## src/hw/rtl/dncd_pkg.sv

```systemverilog
`timescale 1ns / 1ps
`default_nettype none

package dncd_pkg;

	localparam int DAY_W   = 22;
	localparam int YEAR_W  = 14;
	localparam int MONTH_W = 4;
	localparam int DOM_W   = 5;
	localparam int WDAY_W  = 3;
	localparam int YINC_W  = 13;
	localparam int QINC_W  = 5;
	localparam int STEP_W  = 4;

	// period lengths in days
	localparam int D1   = 365;
	localparam int D4   = D1 * 4 + 1;
	localparam int D100 = D4 * 25 - 1;
	localparam int D400 = D100 * 4 + 1;

	localparam logic [STEP_W-1:0] STEP_WALK = STEP_W'(14);
	localparam logic [STEP_W-1:0] STEP_DONE = STEP_W'(15);
	localparam logic [MONTH_W-1:0] MONTH_LAST = MONTH_W'(11);

	typedef enum logic [1:0] {
		OP_SUB,
		OP_WALK,
		OP_DONE
	} op_t;

	typedef enum logic [1:0] {
		Q_NONE,
		Q_CENT,
		Q_QUAD,
		Q_YEAR
	} qsel_t;

	typedef struct packed {
		op_t               op;
		logic [DAY_W-1:0]  kval;
		logic [YINC_W-1:0] yinc;
		qsel_t             qsel;
		logic [QINC_W-1:0] qinc;
		logic [STEP_W-1:0] jmp;
	} ctl_t;

	function automatic ctl_t mk_sub(input int k, input int yi, input qsel_t qs, input int qi);
		ctl_t c;
		c.op   = OP_SUB;
		c.kval = DAY_W'(k);
		c.yinc = YINC_W'(yi);
		c.qsel = qs;
		c.qinc = QINC_W'(qi);
		c.jmp  = '0;
		return c;
	endfunction

	// microprogram: binary-weighted conditional subtracts, then the month walk
	function automatic ctl_t ucode(input logic [STEP_W-1:0] step);
		ctl_t c;
		c = '{op: OP_DONE, kval: '0, yinc: '0, qsel: Q_NONE, qinc: '0, jmp: '0};
		case (step)
			4'd0:  c = mk_sub(D400 * 16, 6400, Q_NONE, 0);
			4'd1:  c = mk_sub(D400 * 8, 3200, Q_NONE, 0);
			4'd2:  c = mk_sub(D400 * 4, 1600, Q_NONE, 0);
			4'd3:  c = mk_sub(D400 * 2, 800, Q_NONE, 0);
			4'd4:  c = mk_sub(D400, 400, Q_NONE, 0);
			4'd5:  c = mk_sub(D100 * 2, 200, Q_CENT, 2);
			4'd6:  c = mk_sub(D100, 100, Q_CENT, 1);
			4'd7:  c = mk_sub(D4 * 16, 64, Q_QUAD, 16);
			4'd8:  c = mk_sub(D4 * 8, 32, Q_QUAD, 8);
			4'd9:  c = mk_sub(D4 * 4, 16, Q_QUAD, 4);
			4'd10: c = mk_sub(D4 * 2, 8, Q_QUAD, 2);
			4'd11: c = mk_sub(D4, 4, Q_QUAD, 1);
			4'd12: c = mk_sub(D1 * 2, 2, Q_YEAR, 2);
			4'd13: c = mk_sub(D1, 1, Q_YEAR, 1);
			4'd14: begin
				c.op  = OP_WALK;
				c.jmp = STEP_WALK;
			end
			default: c.op = OP_DONE;
		endcase
		return c;
	endfunction

	function automatic logic [DOM_W-1:0] month_len(input logic leap,
		input logic [MONTH_W-1:0] m);
		logic [DOM_W-1:0] n;
		case (m)
			4'd1:                      n = leap ? 5'd29 : 5'd28;
			4'd3, 4'd5, 4'd8, 4'd10:   n = 5'd30;
			default:                   n = 5'd31;
		endcase
		return n;
	endfunction

	typedef struct packed {
		logic walk_more;
	} dp_stat_t;

endpackage

`default_nettype wire

```

## src/hw/rtl/dncd_in_if.sv

```systemverilog
`timescale 1ns / 1ps
`default_nettype none

interface dncd_in_if import dncd_pkg::*; ();
	logic             valid;
	logic             ready;
	logic [DAY_W-1:0] day_count;

	modport source (output valid, output day_count, input ready);
	modport sink (input valid, input day_count, output ready);
endinterface

`default_nettype wire

```

## src/hw/rtl/dncd_out_if.sv

```systemverilog
`timescale 1ns / 1ps
`default_nettype none

interface dncd_out_if import dncd_pkg::*; ();
	logic               valid;
	logic               ready;
	logic [YEAR_W-1:0]  year;
	logic [MONTH_W-1:0] month;
	logic [DOM_W-1:0]   day_of_month;
	logic [WDAY_W-1:0]  weekday;
	logic               leap_year;
	logic               valid_res;

	modport source (output valid, output year, output month, output day_of_month,
		output weekday, output leap_year, output valid_res, input ready);
	modport sink (input valid, input year, input month, input day_of_month,
		input weekday, input leap_year, input valid_res, output ready);
endinterface

`default_nettype wire

```

## src/hw/rtl/dncd_dp.sv

```systemverilog
`timescale 1ns / 1ps
`default_nettype none

module dncd_dp import dncd_pkg::*; (
	input  wire logic               clk,
	input  wire logic               arst_n,
	input  wire logic               load,
	input  wire logic [DAY_W-1:0]   day_count,
	input  wire logic               run,
	input  wire ctl_t               ctl,
	output dp_stat_t                stat,
	output logic [YEAR_W-1:0]       year,
	output logic [MONTH_W-1:0]      month,
	output logic [DOM_W-1:0]        day_of_month,
	output logic [WDAY_W-1:0]       weekday,
	output logic                    leap_year,
	output logic                    valid_res
);

	logic [DAY_W-1:0]   r_q;
	logic [YEAR_W-1:0]  year_q;
	logic [1:0]         cent_q;
	logic [4:0]         quad_q;
	logic [1:0]         yr_q;
	logic [MONTH_W-1:0] m_q;
	logic [WDAY_W-1:0]  wd_q;
	logic               ok_q;

	logic               leap;
	logic               ge;
	logic [DOM_W-1:0]   mlen;
	logic               take;
	logic [5:0]         dsum;
	logic [3:0]         fold1;
	logic [3:0]         fold2;
	logic [2:0]         mod7;
	logic [23:0]        dc_ext;

	// count mod 7: octal digits fold since 8 = 1 mod 7
	always_comb begin
		dc_ext = {2'b00, day_count};
		dsum   = '0;
		for (int i = 0; i < 8; i++) begin
			dsum = dsum + 6'(dc_ext[3*i +: 3]);
		end
		fold1 = 4'(dsum[5:3]) + 4'(dsum[2:0]);
		fold2 = 4'(fold1[3]) + 4'(fold1[2:0]);
		mod7  = (fold2 >= 4'd7) ? 3'(fold2 - 4'd7) : fold2[2:0];
	end

	// year = 1 + 400a + 100b + 4c + e; divisible by 4 iff e == 3
	assign leap = (yr_q == 2'd3) && ((quad_q != 5'd24) || (cent_q == 2'd3));
	assign ge   = r_q >= ctl.kval;
	assign mlen = month_len(leap, m_q);
	assign take = (m_q < MONTH_LAST) && (r_q >= DAY_W'(mlen));
	assign stat.walk_more = take;

	always_ff @(posedge clk or negedge arst_n) begin
		if (!arst_n) begin
			ok_q <= 1'b0;
		end else if (load) begin
			ok_q <= day_count != '0;
		end
	end

	always_ff @(posedge clk) begin
		if (load) begin
			r_q    <= day_count - DAY_W'(1);
			year_q <= YEAR_W'(1);
			cent_q <= '0;
			quad_q <= '0;
			yr_q   <= '0;
			m_q    <= '0;
			wd_q   <= mod7 + 3'd1;
		end else if (run) begin
			case (ctl.op)
				OP_SUB: begin
					if (ge) begin
						r_q    <= r_q - ctl.kval;
						year_q <= year_q + YEAR_W'(ctl.yinc);
						case (ctl.qsel)
							Q_CENT:  cent_q <= cent_q + ctl.qinc[1:0];
							Q_QUAD:  quad_q <= quad_q + ctl.qinc;
							Q_YEAR:  yr_q <= yr_q + ctl.qinc[1:0];
							default: ;
						endcase
					end
				end
				OP_WALK: begin
					if (take) begin
						r_q <= r_q - DAY_W'(mlen);
						m_q <= m_q + MONTH_W'(1);
					end
				end
				default: ;
			endcase
		end
	end

	// zero count reports all zeros
	assign year         = ok_q ? year_q : '0;
	assign month        = ok_q ? m_q + MONTH_W'(1) : '0;
	assign day_of_month = ok_q ? r_q[DOM_W-1:0] + DOM_W'(1) : '0;
	assign weekday      = ok_q ? wd_q : '0;
	assign leap_year    = ok_q & leap;
	assign valid_res    = ok_q;

endmodule

`default_nettype wire

```

## src/hw/rtl/day_number_to_calendar_date.sv

```systemverilog
// Day number to calendar date decoder (proleptic Gregorian).
//
// Channels: din carries one item, a 22-bit day_count with 1 = 0001-01-01.
// dout carries year, month, day_of_month, weekday (1 = Sunday), leap_year
// and valid_res. A count of zero gives an all-zero result with valid_res low.
//
// A microprogram in a small constant table steps a subtract-and-compare datapath:
// 14 steps split the count into 400/100/4/1-year periods with binary
// weighted conditional subtracts, then one step repeats to walk the months
// (once per month passed), then a done step moves the result to the output
// register. The next item is taken the cycle after the done step, as din.ready
// is low while busy, so a new item is not accepted before the last is done.
//
// Reset clears the sequencer and the output valid. When dout stalls, the
// finished result holds in the output register; the sequencer waits in its
// done step only if a second result is ready before the first is taken.
`timescale 1ns / 1ps
`default_nettype none

module day_number_to_calendar_date import dncd_pkg::*; (
	input  wire logic clk,
	input  wire logic arst_n,
	dncd_in_if.sink   din,
	dncd_out_if.source dout
);

	logic [STEP_W-1:0]  sc_q;
	logic               busy_q;
	logic               out_vld_q;
	logic [YEAR_W-1:0]  year_q;
	logic [MONTH_W-1:0] month_q;
	logic [DOM_W-1:0]   dom_q;
	logic [WDAY_W-1:0]  wday_q;
	logic               leap_q;
	logic               vres_q;

	ctl_t               ctl;
	dp_stat_t           stat;
	logic               load;
	logic               done_fire;
	logic [YEAR_W-1:0]  dp_year;
	logic [MONTH_W-1:0] dp_month;
	logic [DOM_W-1:0]   dp_dom;
	logic [WDAY_W-1:0]  dp_wday;
	logic               dp_leap;
	logic               dp_vres;

	// fetch the control word for the current step
	assign ctl       = ucode(sc_q);
	assign din.ready = !busy_q;
	assign load      = din.valid && din.ready;
	assign done_fire = busy_q && (ctl.op == OP_DONE) && (!out_vld_q || dout.ready);

	dncd_dp u_dp (
		.clk          (clk),
		.arst_n       (arst_n),
		.load         (load),
		.day_count    (din.day_count),
		.run          (busy_q),
		.ctl          (ctl),
		.stat         (stat),
		.year         (dp_year),
		.month        (dp_month),
		.day_of_month (dp_dom),
		.weekday      (dp_wday),
		.leap_year    (dp_leap),
		.valid_res    (dp_vres)
	);

	// step counter: advance, loop on the walk step, hold at done
	always_ff @(posedge clk or negedge arst_n) begin
		if (!arst_n) begin
			sc_q   <= '0;
			busy_q <= 1'b0;
		end else if (load) begin
			sc_q   <= '0;
			busy_q <= 1'b1;
		end else if (busy_q) begin
			case (ctl.op)
				OP_SUB:  sc_q <= sc_q + STEP_W'(1);
				OP_WALK: sc_q <= stat.walk_more ? ctl.jmp : sc_q + STEP_W'(1);
				default: begin
					if (done_fire) begin
						busy_q <= 1'b0;
					end
				end
			endcase
		end
	end

	always_ff @(posedge clk or negedge arst_n) begin
		if (!arst_n) begin
			out_vld_q <= 1'b0;
		end else if (done_fire) begin
			out_vld_q <= 1'b1;
		end else if (dout.ready) begin
			out_vld_q <= 1'b0;
		end
	end

	always_ff @(posedge clk) begin
		if (done_fire) begin
			year_q  <= dp_year;
			month_q <= dp_month;
			dom_q   <= dp_dom;
			wday_q  <= dp_wday;
			leap_q  <= dp_leap;
			vres_q  <= dp_vres;
		end
	end

	assign dout.valid        = out_vld_q;
	assign dout.year         = year_q;
	assign dout.month        = month_q;
	assign dout.day_of_month = dom_q;
	assign dout.weekday      = wday_q;
	assign dout.leap_year    = leap_q;
	assign dout.valid_res    = vres_q;

`ifndef ASSERT_OFF
	a_load_starts: assert property (@(posedge clk) disable iff (!arst_n)
		load |=> (busy_q && sc_q == '0))
		else $error("accepted item did not start the microprogram");

	a_walk_exit: assert property (@(posedge clk) disable iff (!arst_n)
		(busy_q && sc_q == STEP_WALK && !stat.walk_more) |=> (sc_q == STEP_DONE))
		else $error("month walk did not advance to done");

	a_zero_result: assert property (@(posedge clk) disable iff (!arst_n)
		(dout.valid && !dout.valid_res) |->
		(dout.year == '0 && dout.month == '0 && dout.day_of_month == '0
		&& dout.weekday == '0 && !dout.leap_year))
		else $error("invalid result carries nonzero fields");

	a_date_range: assert property (@(posedge clk) disable iff (!arst_n)
		(dout.valid && dout.valid_res) |->
		(dout.month != '0 && dout.month <= MONTH_W'(12) && dout.day_of_month != '0
		&& dout.weekday != '0))
		else $error("decoded date out of range");
`endif

endmodule

`default_nettype wire
```

## src/flat_wrapper.sv

```systemverilog
// flat-port wrapper written by rule: the top's interface ports become plain ports
module day_number_to_calendar_date_flat import dncd_pkg::*;
  (clk, arst_n, din_valid, din_day_count, din_ready, dout_valid, dout_year, dout_month, dout_day_of_month, dout_weekday, dout_leap_year, dout_valid_res, dout_ready);
  dncd_in_if din_i ();
  dncd_out_if dout_i ();
  input  wire logic clk;
  input  wire logic arst_n;
  input wire logic [$bits(din_i.valid)-1:0] din_valid;
  input wire logic [$bits(din_i.day_count)-1:0] din_day_count;
  output wire logic [$bits(din_i.ready)-1:0] din_ready;
  output wire logic [$bits(dout_i.valid)-1:0] dout_valid;
  output wire logic [$bits(dout_i.year)-1:0] dout_year;
  output wire logic [$bits(dout_i.month)-1:0] dout_month;
  output wire logic [$bits(dout_i.day_of_month)-1:0] dout_day_of_month;
  output wire logic [$bits(dout_i.weekday)-1:0] dout_weekday;
  output wire logic [$bits(dout_i.leap_year)-1:0] dout_leap_year;
  output wire logic [$bits(dout_i.valid_res)-1:0] dout_valid_res;
  input wire logic [$bits(dout_i.ready)-1:0] dout_ready;
  assign din_i.valid = din_valid;
  assign din_i.day_count = din_day_count;
  assign din_ready = din_i.ready;
  assign dout_valid = dout_i.valid;
  assign dout_year = dout_i.year;
  assign dout_month = dout_i.month;
  assign dout_day_of_month = dout_i.day_of_month;
  assign dout_weekday = dout_i.weekday;
  assign dout_leap_year = dout_i.leap_year;
  assign dout_valid_res = dout_i.valid_res;
  assign dout_i.ready = dout_ready;
  day_number_to_calendar_date u_core (.clk(clk), .arst_n(arst_n), .din(din_i), .dout(dout_i));
endmodule
```

## config.mk

```make
export PLATFORM = sky130hd
export DESIGN_NAME = day_number_to_calendar_date_flat
export DESIGN_NICKNAME = d
export VERILOG_FILES = /design/src/hw/rtl/dncd_pkg.sv /design/src/hw/rtl/dncd_in_if.sv /design/src/hw/rtl/dncd_out_if.sv /design/src/hw/rtl/dncd_dp.sv /design/src/hw/rtl/day_number_to_calendar_date.sv /design/src/flat_wrapper.sv
export SDC_FILE = /design/constraint.sdc
export NUM_CORES = 1
export LEC_CHECK = 0
export ABC_AREA = 1
export BUFFER_PORTS_ARGS = -buffer_cell sky130_fd_sc_hd__clkbuf_2
export CAP_MARGIN = 20
export CORE_MARGIN = 3
export CORE_UTILIZATION = 40
export DETAILED_ROUTE_END_ITERATION = 16
export GPL_TIMING_DRIVEN = 0
export SYNTH_ARGS = -nofsm -noshare
export SYNTH_HDL_FRONTEND = slang
export SYNTH_SLANG_ARGS = --single-unit
```

## constraint.sdc

```tcl
create_clock -name clk -period 5.44 [get_ports clk]
set_input_delay 0 -clock clk [delete_from_list [all_inputs] [get_ports clk]]
set_output_delay 0 -clock clk [all_outputs]
set_load 0.02 [all_outputs]
```

==> results of run 1 <==
-- flip-flops by register name, indices dropped and copies added, names as in the netlist --
| signal | count |
|---|---|
| u_core.dout.weekday | 3 |
| u_core.u_dp.quad_q | 5 |
| u_core.dout.valid_res | 1 |
| u_core.dout.year | 14 |
| u_core.dout.valid | 1 |
| u_core.busy_q | 1 |
| u_core.dout.leap_year | 1 |
| u_core.u_dp.valid_res | 1 |
| u_core.sc_q | 4 |
| u_core.u_dp.yr_q | 2 |
| u_core.dout.day_of_month | 5 |
| u_core.u_dp.cent_q | 2 |
| u_core.u_dp.r_q | 22 |
| u_core.u_dp.m_q | 4 |
| u_core.u_dp.year_q | 14 |
| u_core.u_dp.wd_q | 3 |
| u_core.dout.month | 4 |
-- layer usage --
layer	share of wire, %	up-vias	track usage [%]
met4	2.6	0	6.80
met3	3.9	36	3.17
met5	0	-	0
met2	47	184	36.2
met1	47	3692	28.9
li1	-	4151	-
-- cells in the final DEF, fill, tap and decap left out, types with 20 or more instances in the layout --
master / instances
xor2_1: 29
edfxtp_1: 53
a21oi_1: 73
nor2_1: 147
o21ai_0: 45
dfxtp_1: 27
nor3_1: 26
inv_1: 204
clkbuf_2: 55
nand2_1: 334
ha_1: 67
nand4_1: 20
nand3_1: 83
-- worst reg2reg max path: cells and delay by family (launching register included) --
family	cells	cell delay, ns
AOI/OAI and AO/OA	1	0.13
DFF	1	0.40
and+or+nand+nor	10	1.73
buffers and inverters	7	1.06
adders and majority gates	2	0.71
-- through the flow --
step | util [%] | instances | setup slack, ns | instance area [µm²]
finish | 45.8 | 1594 | 0.386 | 9390
global route | 45.8 | 1594 | 0.0936 | 9390
CTS | 45.7 | 1593 | 0.359 | 9360
detailed placement | 44.2 | 1575 | 0.000161 | 9060
global placement | 44.2 | 1575 | 0.0722 | 9050
floorplan | - | 1250 | 0.385 | 8440
-- worst paths after layout --
| check | from | end | cells after the start |
|---|---|---|---|
| setup / recovery | din_day_count[5] | u_core.u_dp.wd_q[2] | 22 |
| hold / removal | arst_n | u_core.dout.valid | 2 |
| setup reg to reg | u_core.sc_q[0] | u_core.u_dp.r_q[15] | 20 |
| hold reg to reg | u_core.u_dp.cent_q[1] | u_core.u_dp.cent_q[1] | 2 |
| max in group asynchronous | arst_n | u_core.sc_q[2] | 2 |
| min in group clk | din_day_count[0] | u_core.u_dp.r_q[0] | 2 |
-- cell families after synthesis --
logic type               after synthesis  synth area share [%]
AO/OA/AOI/OAI                        153                  9.93
buffers and inverters                231                  10.7
XOR/XNOR                              44                  4.57
multiplexers                           1                 0.133
AND/OR/NAND/NOR                      648                  32.9
flip-flops                            87                  27.3
adder cells (fa/ha/maj)               86                  14.4
-- cell usage after synthesis, types with 6 or more instances --
library cell,instances
fa_1,19
clkbuf_1,11
nor2_2,6
nand3_1,83
ha_1,67
o21bai_1,7
nand2_1,334
dfrtp_1,7
o21ai_0,45
o21ai_1,9
nand3b_1,6
dfxtp_1,27
nor3_1,26
nand4_1,20
inv_1,204
xnor2_1,15
a21oi_1,73
edfxtp_1,53
or2_2,6
xor2_1,29
nor2_1,148
-- final cells by class --
class / count / area share, %
buffer: 20 / 1.15
clock buffer: 9 / 2.40
clock inverter: 7 / 0.573
inverter: 211 / 8.49
multi-input combinational: 932 / 55.8
sequential: 87 / 24.6
tap: 270 / 3.60
timing repair buffer: 58 / 3.44
-- timing repair --
action | CTS | global route
buffers inserted | 0 | 0
hold buffers | 2 | 0
endpoints found under the hold margin | 8 | 0
==> summary.md, run 1 <==
| Metric | Value |
|---|---|
| Status | `finished clean` |
| Synth Flop Type | `edfxtp_1` |
| Synth top area share | `a little under a fifth` |
| CP Buf/Inv Count | `5` |
| Clock buffer depth | `2` |
| Vias in the first global route | `7522` |
| Row count | `52` |
| Worst-path clk slew | `~0.080 ns` |
| Sequential cell area | `~2300 µm²` |
| Synth Warn # | `0` |
| Setup Skew | `around 0.015 ns` |
| Setup slack, reg-to-reg | `approximately 1.2 ns` |
| Setup tns final | `0 ns` |
| Slew HR | `40.7%` |
| Post-Synthesis Cells | `around 1.3k` |
| First-pass GRT wire length | `around 39000 µm` |
| Wire per inst | `approximately 15 µm` |
| H-Tree Level Count | `3` |
| Initial Utilization | `41.2%` |
| Post-synth EDFFs | `53` |
| Worst path cell trace | `clkbuf_2, inv_1, fa_1, inv_1, fa_1, inv_1, fa_1, inv_1, fa_1, fa_1, nand3_1, nand2_1, ha_1, a21oi_1, nand2_1, ha_1, xor2_1, ha_1, o21bai_1, mux2_2, ha_1, xnor2_1` |
| TritonCTS buffer count | `9` |
| Mapped Nets | `approximately 1.4k` |
| Post-DP HPWL | `between 20000 and 25000 µm` |
| Nets@finish | `1431` |
| WP data required | `5.54 ns` |
| Count of cell types in the netlist | `48` |
| GRT overflow | `0` |
| Share of cells above drive strength 1 | `between 8 and 9%` |
| Crit. End Element | `flop` |
| Max-cap violations | `0` |
| Die Width | `151 µm` |
| Routed Antenna Nets | `0` |
| Clock Latency Late Sink | `~0.36 ns` |
| FMAX | `~200 MHz` |
| Via density | `5.06` |
| IO buf count | `55` |
| CTS tree | `built` |
| Largest net degree at the start of global routing | `30` |
| Synth Area per Inst | `about 6.8 µm²` |
| Hold crit path type | `input pin to async pin` |
| Multi-input gate area | `5230 µm²` |
| Core area | `20500 µm²` |
| Slew Limit Fails | `0` |
| CP max stage delay | `around 0.54 ns` |
| CP top delay family | `adder cells` |
| Clock Sink Count | `87` |
| Setup violators final | `0` |
| Smallest hold slack | `between 0.01 and 0.015 ns` |
| Final Hold Viols | `0` |
| RSZ-0062 raised after global routing | `false` |
| Synth Cell Area | `around 8400 µm²` |
| Root buf cell | `clkbuf_16` |
| Placer Congestion | `roughly 0.97` |
| Worst slew pin tran | `between 0.8 and 0.9 ns` |
| Most frequent CP cell | `fa_1` |
| Via Count | `slightly above 8k` |
| Total track usage | `between 20% and 30%` |
| DRC Markers | `0` |
| Critical path arrival | `between 5 and 6 ns` |
| Filler instances | `~2.2k` |
| Synth-to-Final Area Change | `11.2%` |
| First-pass DRT Iterations | `7` |
| Final Critical Period | `between 5 and 6 ns` |
| Initial antenna violation count | `0` |
| Register area share after synthesis | `27.3%` |
| Tcrit/Tclk final | `between 90% and 100%` |
| Critical path class | `input pin to flop` |
| Final wirelength | `24400 µm` |
| Post-cts resize count | `0` |
| Synthesis-stage register bit count | `slightly below 90` |
| CP max stage cell | `fa_1` |
| Async S/R FF share, synth | `8.05%` |
| Top Ports | `56` |
| Die footprint | `roughly 23000 µm²` |
| DIE HEIGHT | `~150 µm` |
| Initial detailed-routing violation count | `approximately 530` |
| CP Launch Type | `input pin` |
| ANT cells | `0` |
| Cell accounting for the most synthesized area | `edfxtp_1` |
| Area contributors post-synth | `edfxtp_1, nand2_1, ha_1, inv_1, nor2_1` |
| Max Fanout on Critical Path | `4` |
Power of run 1 is not shown: default switching activity piles up to over one toggle a cycle in this logic, so the estimate is an artifact.
==> inputs of run 2 (changes only) <==
Settings changed: SYNTH_HIERARCHICAL set to 1.
==> run 2 against run 1 <==
Compared with the run above:
- clock-buffer cell count up 2
- critical path depth up 1
- hold slack better by 0.034 ns
==> summary.md, run 2 <==
| Metric | Value |
|---|---|
| Nets@finish | `between 1k and 1.5k` |
| Critical path class | `input pin to flop` |
| Max Fanout on Critical Path | `3` |
| Filler instances | `about 2.2k` |
| Setup violators final | `0` |
| Wire per inst | `approximately 14 µm` |
| Mapped Nets | `1415` |
| Via Count | `just over 8k` |
| ANT cells | `0` |
| Clock buffer depth | `2` |
| Slew Limit Fails | `0` |
| Critical path arrival | `5.27 ns` |
| CTS tree | `built` |
| Routed Antenna Nets | `0` |
| Core area | `between 20000 and 25000 µm²` |
| Post-layout util | `between 40% and 50%` |
| Worst slew pin tran | `about 0.7 ns` |
| Smallest hold slack | `0.0460 ns` |
| Setup slack, reg-to-reg | `about 1.3 ns` |
| R2r worst-path depth | `24` |
| Initial detailed-routing violation count | `between 600 and 700` |
| Total track usage | `between 20% and 30%` |
| Final Hold Viols | `0` |
| Max-cap violations | `0` |
| Top Ports | `between 50 and 60` |
| GRT overflow | `0` |
| Clock Latency Late Sink | `about 0.35 ns` |
| Status | `finished clean` |
| TritonCTS buffer count | `9` |
| Root buf cell | `clkbuf_16` |
| Die Width | `approximately 150 µm` |
| Share of cells above drive strength 1 | `a little under a tenth` |
| Synth-to-Final Area Change | `12.2%` |
| Tcrit/Tclk final | `95.2%` |
| DIE HEIGHT | `roughly 150 µm` |
| RR Endpoint | `u_core/u_dp/r_q[12]` |
| FMAX | `~190 MHz` |
| Die footprint | `approximately 23000 µm²` |
| First-pass DRT Iterations | `6` |
| Sequential cell area | `between 2000 and 2500 µm²` |
| Commonest cells after routing, fill and taps aside | `nand2_1, inv_1, nor2_1, nand3_1, a21oi_1` |
| PnR worst setup slack | `between 0.2 and 0.3 ns` |
| First-pass GRT wire length | `38200 µm` |
| Synth Warn # | `6` |
| Worst-path clk slew | `approximately 0.080 ns` |
| Via density | `4.96` |
| Synth Cell Area | `8620 µm²` |
| Initial Utilization | `40.9%` |
| H-Tree Level Count | `3` |
| Clock Sink Count | `between 80 and 90` |
| Synth Area per Inst | `6.61 µm²` |
| CP Launch Type | `input pin` |
| Row count | `53` |
| Setup Skew | `~0.014 ns` |
| Reg2reg start | `u_core/sc_q[0]` |
| Slew HR | `around 54%` |
| Most common cell after layout, fill and taps aside | `nand2_1` |
| Vias in the first global route | `around 7.7k` |
| Largest register FFs | `22` |
| Hold crit path type | `input pin to async pin` |
| DRC Markers | `0` |
| IO buf count | `55` |
| RSZ-0062 raised after global routing | `false` |
| Post-Synthesis Cells | `~1.3k` |
| Setup tns final | `0 ns` |
| Largest net degree at the start of global routing | `29` |
| Final wirelength | `23900 µm` |
| Final Critical Period | `around 5.2 ns` |
| Multi-input gate area | `5210 µm²` |
| DP Worst Slack | `roughly 0.11 ns` |
| Initial antenna violation count | `0` |
| WP data required | `between 5 and 6 ns` |
| Crit. End Element | `flop` |
| Post-DP HPWL | `approximately 20000 µm` |
| Placer Congestion | `just over 0.9` |
| Most flops, register | `u_core/u_dp/r_q` |
==> run 2: final cells by class <==
cell class | count | area share, %
Inverter | 262 | 10.2
Multi-Input combinational cell | 931 | 53.9
Sequential cell | 87 | 23.9
Tap cell | 275 | 3.56
Clock buffer | 11 | 2.63
Buffer | 23 | 1.44
Timing Repair Buffer | 62 | 3.91
Clock inverter | 5 | 0.492
==> run 2: what timing repair did <==
item	4_1_cts	5_1_grt
endpoints found under the setup margin	0	2
buffers inserted	0	1
resized for setup	0	8
endpoints found under the hold margin	10	0
hold buffers	4	0
==> run 2: critical path: stages <==
cell,delay [ns]
dlygate4sd3_1,0.54
clkbuf_2,0.14
fa_2,0.39
fa_1,0.50
inv_1,0.05
fa_1,0.53
inv_1,0.04
ha_1,0.27
ha_2,0.20
fa_2,0.35
a21oi_1,0.14
o21bai_1,0.09
ha_1,0.34
a21oi_1,0.14
nand2_1,0.07
ha_1,0.21
ha_1,0.30
ha_1,0.16
nand2_1,0.08
nand2_2,0.08
mux2_2,0.33
ha_1,0.19
xnor2_1,0.12
==> run 2: how the worst max path moves through the flow <==
| stage | to | cells past startpoint | start | slack [ns] |
|---|---|---|---|---|
| detailed placement | u_core/u_dp/wd_q[2] | 24 | din_day_count[1] | 0.11 |
| finish | u_core/u_dp/wd_q[2] | 23 | din_day_count[0] | 0.26 |
| global placement | u_core/u_dp/wd_q[2] | 24 | din_day_count[1] | 0.18 |
| global route | u_core/u_dp/wd_q[2] | 24 | din_day_count[0] | 0.01 |
| floorplan | u_core/u_dp/wd_q[2] | 23 | din_day_count[1] | 0.46 |
| CTS | u_core/u_dp/wd_q[2] | 23 | din_day_count[0] | 0.11 |
==> run 2: layer usage <==
layer	global-route usage, %	up-vias	share of wire (%)
met5	0	-	0
met4	5.85	0	2.4
met3	2.90	32	4.4
met2	32.5	193	45
met1	28.0	3729	48
li1	-	4266	-
==> run 2: through the flow <==
| stage | instance area (µm²) | instances |
|---|---|---|
| 6_report | 9670 | 1656 |
| 5_1_grt | 9670 | 1656 |
| 2_1_floorplan | 8620 | 1303 |
| 3_3_place_gp | 9240 | 1633 |
| 4_1_cts | 9580 | 1653 |
| 3_5_place_dp | 9240 | 1633 |
Power of run 2 is left out for the same reason.
